===== src/rtl/t2me_pkg.sv =====
package t2me_pkg;

   localparam int unsigned ReqDataWidth = 136;
   localparam int unsigned RspDataWidth = 80;

   localparam logic [3:0] RegSp = 4'd13;
   localparam logic [3:0] RegPc = 4'd15;

   // opcode patterns on the first halfword, low nibble masked
   localparam logic [15:0] OpfRev      = 16'hfa90;
   localparam logic [15:0] OpfLdrW     = 16'hf850;
   localparam logic [15:0] OpfLdrB     = 16'hf810;
   localparam logic [15:0] OpfLdrH     = 16'hf830;
   localparam logic [15:0] OpfLdrSB    = 16'hf910;
   localparam logic [15:0] OpfLdrSH    = 16'hf930;
   localparam logic [15:0] OpfPldImm   = 16'hf890;
   localparam logic [15:0] OpfPliImm   = 16'hf990;
   localparam logic [15:0] HintFirst   = 16'hf3af;
   localparam logic [15:0] RevMask     = 16'hf0c0;
   localparam logic [15:0] RevMatch    = 16'hf080;
   localparam logic [15:0] PlMaskA     = 16'h0fc0;
   localparam logic [15:0] PlMaskB     = 16'h0f00;
   localparam logic [15:0] PlMatchB    = 16'h0c00;

   // reversal sub-opcodes in second halfword bits 7:4
   localparam logic [3:0] RopRev   = 4'd8;
   localparam logic [3:0] RopRev16 = 4'd9;
   localparam logic [3:0] RopRevsh = 4'd11;

   // hint numbers
   localparam logic [7:0] HintNop   = 8'd0;
   localparam logic [7:0] HintYield = 8'd1;
   localparam logic [7:0] HintWfe   = 8'd2;
   localparam logic [7:0] HintWfi   = 8'd3;
   localparam logic [7:0] HintSev   = 8'd4;

   localparam logic [2:0] SizeNone = 3'd0;
   localparam logic [2:0] SizeByte = 3'd1;
   localparam logic [2:0] SizeHalf = 3'd2;
   localparam logic [2:0] SizeWord = 3'd4;

   typedef enum logic {
      OP_INSTR  = 1'b0,
      OP_RETURN = 1'b1
   } op_type;

   typedef struct packed {
      op_type      op;
      logic [15:0] first_half;
      logic [15:0] second_half;
      logic [31:0] pc_value;
      logic [31:0] operand_value;
      logic [31:0] load_data;
      logic        load_ok;
   } item_type;

   typedef struct packed {
      logic        handled;
      logic        reg_write;
      logic [3:0]  reg_index;
      logic [31:0] reg_value;
      logic        state_fault;
      logic        load_request;
      logic [31:0] load_address;
      logic [2:0]  load_size;
      logic        sleep_entered;
      logic        wait_interrupt;
      logic        event_flag;
   } result_type;

   typedef struct packed {
      logic       event_latch;
      logic       load_pending;
      logic [3:0] load_target;
      logic       load_signed;
      logic [2:0] load_bytes;
   } state_type;

endpackage


===== src/rtl/t2me_exec.sv =====
module t2me_exec
   import t2me_pkg::*;
(
   input  item_type   item,
   input  state_type  state,
   output result_type result,
   output state_type  state_next
);

   logic [15:0] f;
   logic [15:0] s;
   logic [15:0] opf;
   logic [3:0]  rop;
   logic [7:0]  hint;
   logic [3:0]  rd;
   logic [31:0] src;
   logic [31:0] data;
   logic        is_rev;
   logic        is_hint_frame;
   logic        hint_ok;
   logic        is_pl;
   logic        is_lit;
   logic [2:0]  lit_size;

   always_comb begin
      f    = item.first_half;
      s    = item.second_half;
      opf  = {f[15:4], 4'h0};
      rop  = s[7:4];
      hint = s[7:0];
      rd   = s[11:8];
      src  = item.operand_value;

      is_rev = (opf == OpfRev) && ((s & RevMask) == RevMatch)
               && (rop == RopRev || rop == RopRev16 || rop == RopRevsh)
               && !(f[3:0] == RegSp || f[3:0] == RegPc)
               && !(rd == RegSp || rd == RegPc);

      is_hint_frame = (f == HintFirst) && (s[15:8] == 8'h80);
      hint_ok = (hint == HintNop) || (hint == HintYield) || (hint[7:4] == 4'hf)
                || (hint == HintWfe) || (hint == HintWfi) || (hint == HintSev);

      is_pl = (s[15:12] == 4'hf)
              && ((opf == OpfPldImm) || (opf == OpfPliImm)
                  || (((opf == OpfLdrB) || (opf == OpfLdrSB))
                      && (((s & PlMaskA) == 16'h0000)
                          || ((s & PlMaskB) == PlMatchB))));

      is_lit = (f[3:0] == RegPc)
               && ((opf == OpfLdrW) || (opf == OpfLdrB) || (opf == OpfLdrH)
                   || (opf == OpfLdrSB) || (opf == OpfLdrSH))
               && !((s[15:12] == 4'hf) && (opf != OpfLdrW));

      if (opf == OpfLdrW) begin
         lit_size = SizeWord;
      end else if ((opf == OpfLdrH) || (opf == OpfLdrSH)) begin
         lit_size = SizeHalf;
      end else begin
         lit_size = SizeByte;
      end

      // masking and sign extension of returned data
      data = item.load_data;
      if (state.load_bytes == SizeByte) begin
         data = {24'h0, data[7:0]};
      end else if (state.load_bytes == SizeHalf) begin
         data = {16'h0, data[15:0]};
      end
      if (state.load_signed && (state.load_bytes != SizeWord)) begin
         if (state.load_bytes == SizeByte) begin
            data = {{24{data[7]}}, data[7:0]};
         end else begin
            data = {{16{data[15]}}, data[15:0]};
         end
      end

      result     = '0;
      state_next = state;

      case (item.op)
         OP_RETURN: begin
            if (state.load_pending) begin
               result.handled = 1'b1;
               if (item.load_ok) begin
                  if (state.load_target == RegPc) begin
                     if (!data[0]) begin
                        result.state_fault = 1'b1;
                     end else begin
                        result.reg_write = 1'b1;
                        result.reg_index = RegPc;
                        result.reg_value = {data[31:1], 1'b0};
                     end
                  end else begin
                     result.reg_write = 1'b1;
                     result.reg_index = state.load_target;
                     result.reg_value = data;
                  end
               end
               state_next.load_pending = 1'b0;
            end
         end
         OP_INSTR: begin
            if (is_rev) begin
               result.handled   = 1'b1;
               result.reg_write = 1'b1;
               result.reg_index = rd;
               case (rop)
                  RopRev:   result.reg_value = {src[7:0], src[15:8], src[23:16], src[31:24]};
                  RopRev16: result.reg_value = {src[23:16], src[31:24], src[7:0], src[15:8]};
                  default:  result.reg_value = {{16{src[7]}}, src[7:0], src[15:8]};
               endcase
            end else if (is_hint_frame && hint_ok) begin
               result.handled = 1'b1;
               if (hint == HintWfe) begin
                  result.sleep_entered    = !state.event_latch;
                  state_next.event_latch  = 1'b0;
               end else if (hint == HintWfi) begin
                  result.wait_interrupt = 1'b1;
               end else if (hint == HintSev) begin
                  state_next.event_latch = 1'b1;
               end
            end else if (is_pl) begin
               result.handled = 1'b1;
            end else if (is_lit) begin
               result.handled      = 1'b1;
               result.load_request = 1'b1;
               result.load_size    = lit_size;
               result.load_address = {item.pc_value[31:2], 2'b00} - {20'h0, s[11:0]};
               state_next.load_pending = 1'b1;
               state_next.load_target  = s[15:12];
               state_next.load_signed  = (opf == OpfLdrSB) || (opf == OpfLdrSH);
               state_next.load_bytes   = lit_size;
            end
         end
         default: begin
         end
      endcase

      result.event_flag = state_next.event_latch;
   end

endmodule


===== src/rtl/thumb2_misc_execute.sv =====
// an accepted request transaction passes the input register, the execute pass and the
// result register before it leaves as its response transaction
// throughput: one transaction per cycle unless stalled, set by the single execute pass
// reset: synchronous, active high; clears the event latch, the pending load and both
// valid flags
module thumb2_misc_execute
   import t2me_pkg::*;
(
   input  logic                    clock,
   input  logic                    reset,
   input  logic                    req_tvalid,
   output logic                    req_tready,
   // first_half[15:0], second_half[31:16], pc_value[63:32], operand_value[95:64],
   // load_data[127:96], load_ok[128], zero pad above
   input  logic [ReqDataWidth-1:0] req_tdata,
   // op: 0 instruction, 1 load data return
   input  logic                    req_tuser,
   output logic                    rsp_tvalid,
   input  logic                    rsp_tready,
   // handled[0], reg_write[1], reg_index[5:2], reg_value[37:6], state_fault[38],
   // load_request[39], load_address[71:40], load_size[74:72], sleep_entered[75],
   // wait_interrupt[76], event_flag[77], zero pad above
   output logic [RspDataWidth-1:0] rsp_tdata
);

   // pipeline registers
   logic       in_valid_ff;
   logic       in_valid_in;
   item_type   item_ff;
   item_type   item_in;
   logic       out_valid_ff;
   logic       out_valid_in;
   result_type result_ff;
   result_type result_in;

   // architectural state of the group
   state_type  state_ff;
   state_type  state_in;
   state_type  state_next;
   result_type result_comb;

   logic       out_advance;   // result register can take a new value
   logic       fire;          // item in the input register moves on
   logic       req_take;

   assign out_advance = !out_valid_ff || rsp_tready;
   assign fire        = in_valid_ff && out_advance;
   assign req_tready  = !in_valid_ff || out_advance;
   assign req_take    = req_tvalid && req_tready;

   // unpack the request payload
   always_comb begin
      item_in = item_ff;
      if (req_take) begin
         item_in.op            = op_type'(req_tuser);
         item_in.first_half    = req_tdata[15:0];
         item_in.second_half   = req_tdata[31:16];
         item_in.pc_value      = req_tdata[63:32];
         item_in.operand_value = req_tdata[95:64];
         item_in.load_data     = req_tdata[127:96];
         item_in.load_ok       = req_tdata[128];
      end
   end

   // the execute pass
   t2me_exec u_exec (
      .item       (item_ff),
      .state      (state_ff),
      .result     (result_comb),
      .state_next (state_next)
   );

   // state only moves when an item actually leaves the input register, so order is kept
   always_comb begin
      in_valid_in  = req_take ? 1'b1 : (fire ? 1'b0 : in_valid_ff);
      out_valid_in = fire ? 1'b1 : (rsp_tready ? 1'b0 : out_valid_ff);
      result_in    = fire ? result_comb : result_ff;
      state_in     = fire ? state_next : state_ff;
   end

   always_ff @(posedge clock) begin
      if (reset) begin
         in_valid_ff  <= 1'b0;
         out_valid_ff <= 1'b0;
         state_ff     <= '0;
      end else begin
         in_valid_ff  <= in_valid_in;
         out_valid_ff <= out_valid_in;
         state_ff     <= state_in;
      end
   end

   // payload registers, no reset needed
   always_ff @(posedge clock) begin
      item_ff   <= item_in;
      result_ff <= result_in;
   end

   assign rsp_tvalid = out_valid_ff;
   assign rsp_tdata  = {2'b00,
                        result_ff.event_flag,
                        result_ff.wait_interrupt,
                        result_ff.sleep_entered,
                        result_ff.load_size,
                        result_ff.load_address,
                        result_ff.load_request,
                        result_ff.state_fault,
                        result_ff.reg_value,
                        result_ff.reg_index,
                        result_ff.reg_write,
                        result_ff.handled};

endmodule


===== config.mk =====
export PLATFORM = sky130hd
export DESIGN_NAME = thumb2_misc_execute
export DESIGN_NICKNAME = d
export VERILOG_FILES = /design/src/rtl/t2me_pkg.sv /design/src/rtl/t2me_exec.sv /design/src/rtl/thumb2_misc_execute.sv
export SDC_FILE = /design/constraint.sdc
export NUM_CORES = 1
export LEC_CHECK = 0
export BUFFER_PORTS_ARGS = -buffer_cell sky130_fd_sc_hd__buf_4
export CORE_ASPECT_RATIO = 0.6
export CORE_MARGIN = 8
export CORE_UTILIZATION = 54
export CTS_CLUSTER_DIAMETER = 50
export DETAILED_ROUTE_END_ITERATION = 10
export PLACE_DENSITY = 0.88
export SYNTH_ARGS = -nofsm -noshare
export SYNTH_HDL_FRONTEND = slang
export SYNTH_HIERARCHICAL = 1
export SYNTH_SLANG_ARGS = --single-unit
export TNS_END_PERCENT = 100

===== constraint.sdc =====
create_clock -name clock -period 9 [get_ports clock]
set_clock_uncertainty 0.05 [all_clocks]
set_input_delay 0 -clock clock [delete_from_list [all_inputs] [get_ports clock]]
set_output_delay 0 -clock clock [all_outputs]
set_load 0.01 [all_outputs]

==> results.json <==
{
  "status": "completed",
  "clock.fmax_mhz": 212,
  "path_cells": "clkinv_1 -> ha_1 -> or3_1 -> o221ai_1 -> a21bo_2 -> nand3_1 -> or4_2 -> a21oi_1",
  "period_share": 0.525,
  "p_total_uw": 2290,
  "via_per_inst": 5.73,
  "ir_drop_v": 0.000150,
  "fin_tns_setup_ns": 0,
  "drt_wl_total_um": 28200,
  "hold_viol_final": 0,
  "crit_family": "simple AND/OR/NAND/NOR gates",
  "maxCapViolations": 0,
  "drive_gt1_frac": 0.259,
  "worstPathRequired_ns": 9.25,
  "setup.worst_path.start": "item_ff[101]$_DFFE_PP_",
  "mappedNetlistArea_mm2": 0.00940,
  "clk_pin_slew_worst_paths_ns": 0.07,
  "cts-root-buf": "clkbuf_16",
  "r2r_start": "item_ff[101]$_DFFE_PP_",
  "crit_fanout": 19,
  "dp.cells": 1107,
  "syn_area_per_cell_um2": 13.8,
  "drt_pre_antenna_iters": 5,
  "cts_tree": "built",
  "clock_sinks": 218,
  "overflow": 0,
  "track_usage": 0.245,
  "rows": 37,
  "drc": 0,
  "syn-instance-count": 683,
  "first_global_vias": 7504,
  "path_class": "reg -> reg",
  "core_mm2": 0.0171,
  "ctsResizeCount": 0,
  "hold_class": "in -> reg",
  "fp.dieArea_mm2": 0.0220,
  "rr_endpoint": "rsp_tdata[65]$_DFFE_PP_",
  "portBuffers": 211,
  "die_h_um": 118,
  "regToRegSetupSlack_ns": 4.28,
  "h-tree-depth": 1,
  "drtAntennaViolNets": 0,
  "slowest_stage": "clkinv_1",
  "slowest_delay_ns": 0.90,
  "setup_viol": 0,
  "clk_path_buf_depth": 3,
  "grt_antenna_before_repair": 5,
  "ys.warnings.count": 6,
  "gp_congestion": 0.864,
  "grt_pass1_wl_um": 43000,
  "final_common_cell": "buf_4",
  "grt_max_degree": 67,
  "layout_common_cells": "buf_4, edfxtp_1, dlygate4sd3_1, a21oi_1, nor2_1",
  "p_leak_uw": 0.00491,
  "end_kind": "flop",
  "cts_buffers": 21,
  "p_per_area_mw_per_mm2": 174,
  "area_growth_syn_to_layout_pct": 40.1,
  "die_w_um": 186,
  "clk_latency_ns": 0.49,
  "crit_buf_inv": 1,
  "dpl.hpwl_um": 17200,
  "ios": 223,
  "min_period_ns": 4.72,
  "vias": 7328,
  "maxSlewHeadroom": 0.169,
  "arrival_ns": 4.98,
  "start_kind": "flop",
  "first_iter_violations": 872,
  "finalNonFillerCells": 1279,
  "maxSlewViolCount": 0,
  "rsz0062_at_grt": "false",
  "cp.depth": 8,
  "final_nets": 1184,
  "worstMarginPinSlew_ns": 1.25,
  "wl_per_cell_um": 22.0,
  "r2r_cells": 8,
  "initial_core_util": 0.550,
  "endpoint": "rsp_tdata[65]$_DFFE_PP_"
}
[how the worst min path moves through the flow]
stage	startpoint	end	slack [ns]	cells past startpoint
after floorplan	req_tdata[128]	item_ff[0]$_DFFE_PP_	0.05	0
after global placement	req_tdata[15]	item_ff[128]$_DFFE_PP_	0.13	1
after detailed placement	req_tdata[0]	item_ff[113]$_DFFE_PP_	0.13	1
after CTS	req_tdata[28]	item_ff[109]$_DFFE_PP_	0.15	2
after global routing	req_tdata[82]	item_ff[51]$_DFFE_PP_	0.16	2
final	req_tdata[27]	item_ff[108]$_DFFE_PP_	0.17	2
[routing by layer]
metal / GRT usage / part of all wire
met1: 0.327 / 0.41
met4: 0.0588 / 0.021
met2: 0.393 / 0.47
met3: 0.0716 / 0.10
met5: 0 / 0.00028
[power breakdown]
part	switching [uW]	leakage, uW	internal [uW]
logic	117	0.00257	132
clock network	365	0.000314	475
registers	29.4	0.00203	1170
[cell type report]
class / count / area (um2)
Clock buffer: 34 / 624
Inverter: 27 / 101
Tap cell: 234 / 293
Fill cell: 1002 / 3920
Clock inverter: 2 / 16.3
Multi-Input combinational cell: 412 / 2750
Antenna cell: 3 / 7.51
Sequential cell: 218 / 6430
Timing Repair Buffer: 349 / 2950
[sequential cells by signal, indices dropped and copies added, names as in the netlist]
signal and count:
in_valid_ff 1, state_ff 10, rsp_tdata 78, item_ff 128
rsp_tvalid 1
[what timing repair did]
item / CTS / global route
hold buffers: 133 / 0
setup endpoints to repair: 0 / 0
hold endpoints to repair: 140 / 0
buffers inserted: 0 / 0
[stage by stage]
| step | setup WS [ns] | hold slack (ns) | cell area [um2] | utilization |
|---|---|---|---|---|
| after CTS | 4.46 | 0.152 | 13200 | 0.770 |
| after global placement | 4.63 | 0.129 | 11200 | 0.655 |
| after floorplan | 1.62 | 0.0489 | 9400 | - |
| final | 4.28 | 0.175 | 13200 | 0.771 |
| after global routing | 4.18 | 0.164 | 13200 | 0.771 |
| after detailed placement | 4.48 | 0.129 | 11200 | 0.655 |
[worst register-to-register path, delay by kind of cell (launching register included)]
kind	cells	cell delay, ns
AND/OR/NAND/NOR	3	1.46
buffers and inverters	1	0.91
flip-flops	1	0.89
AO/OA/AOI/OAI	3	0.66
adder cells (fa/ha/maj)	1	0.55
No activity file was read; power rests on OpenSTA's default activity.
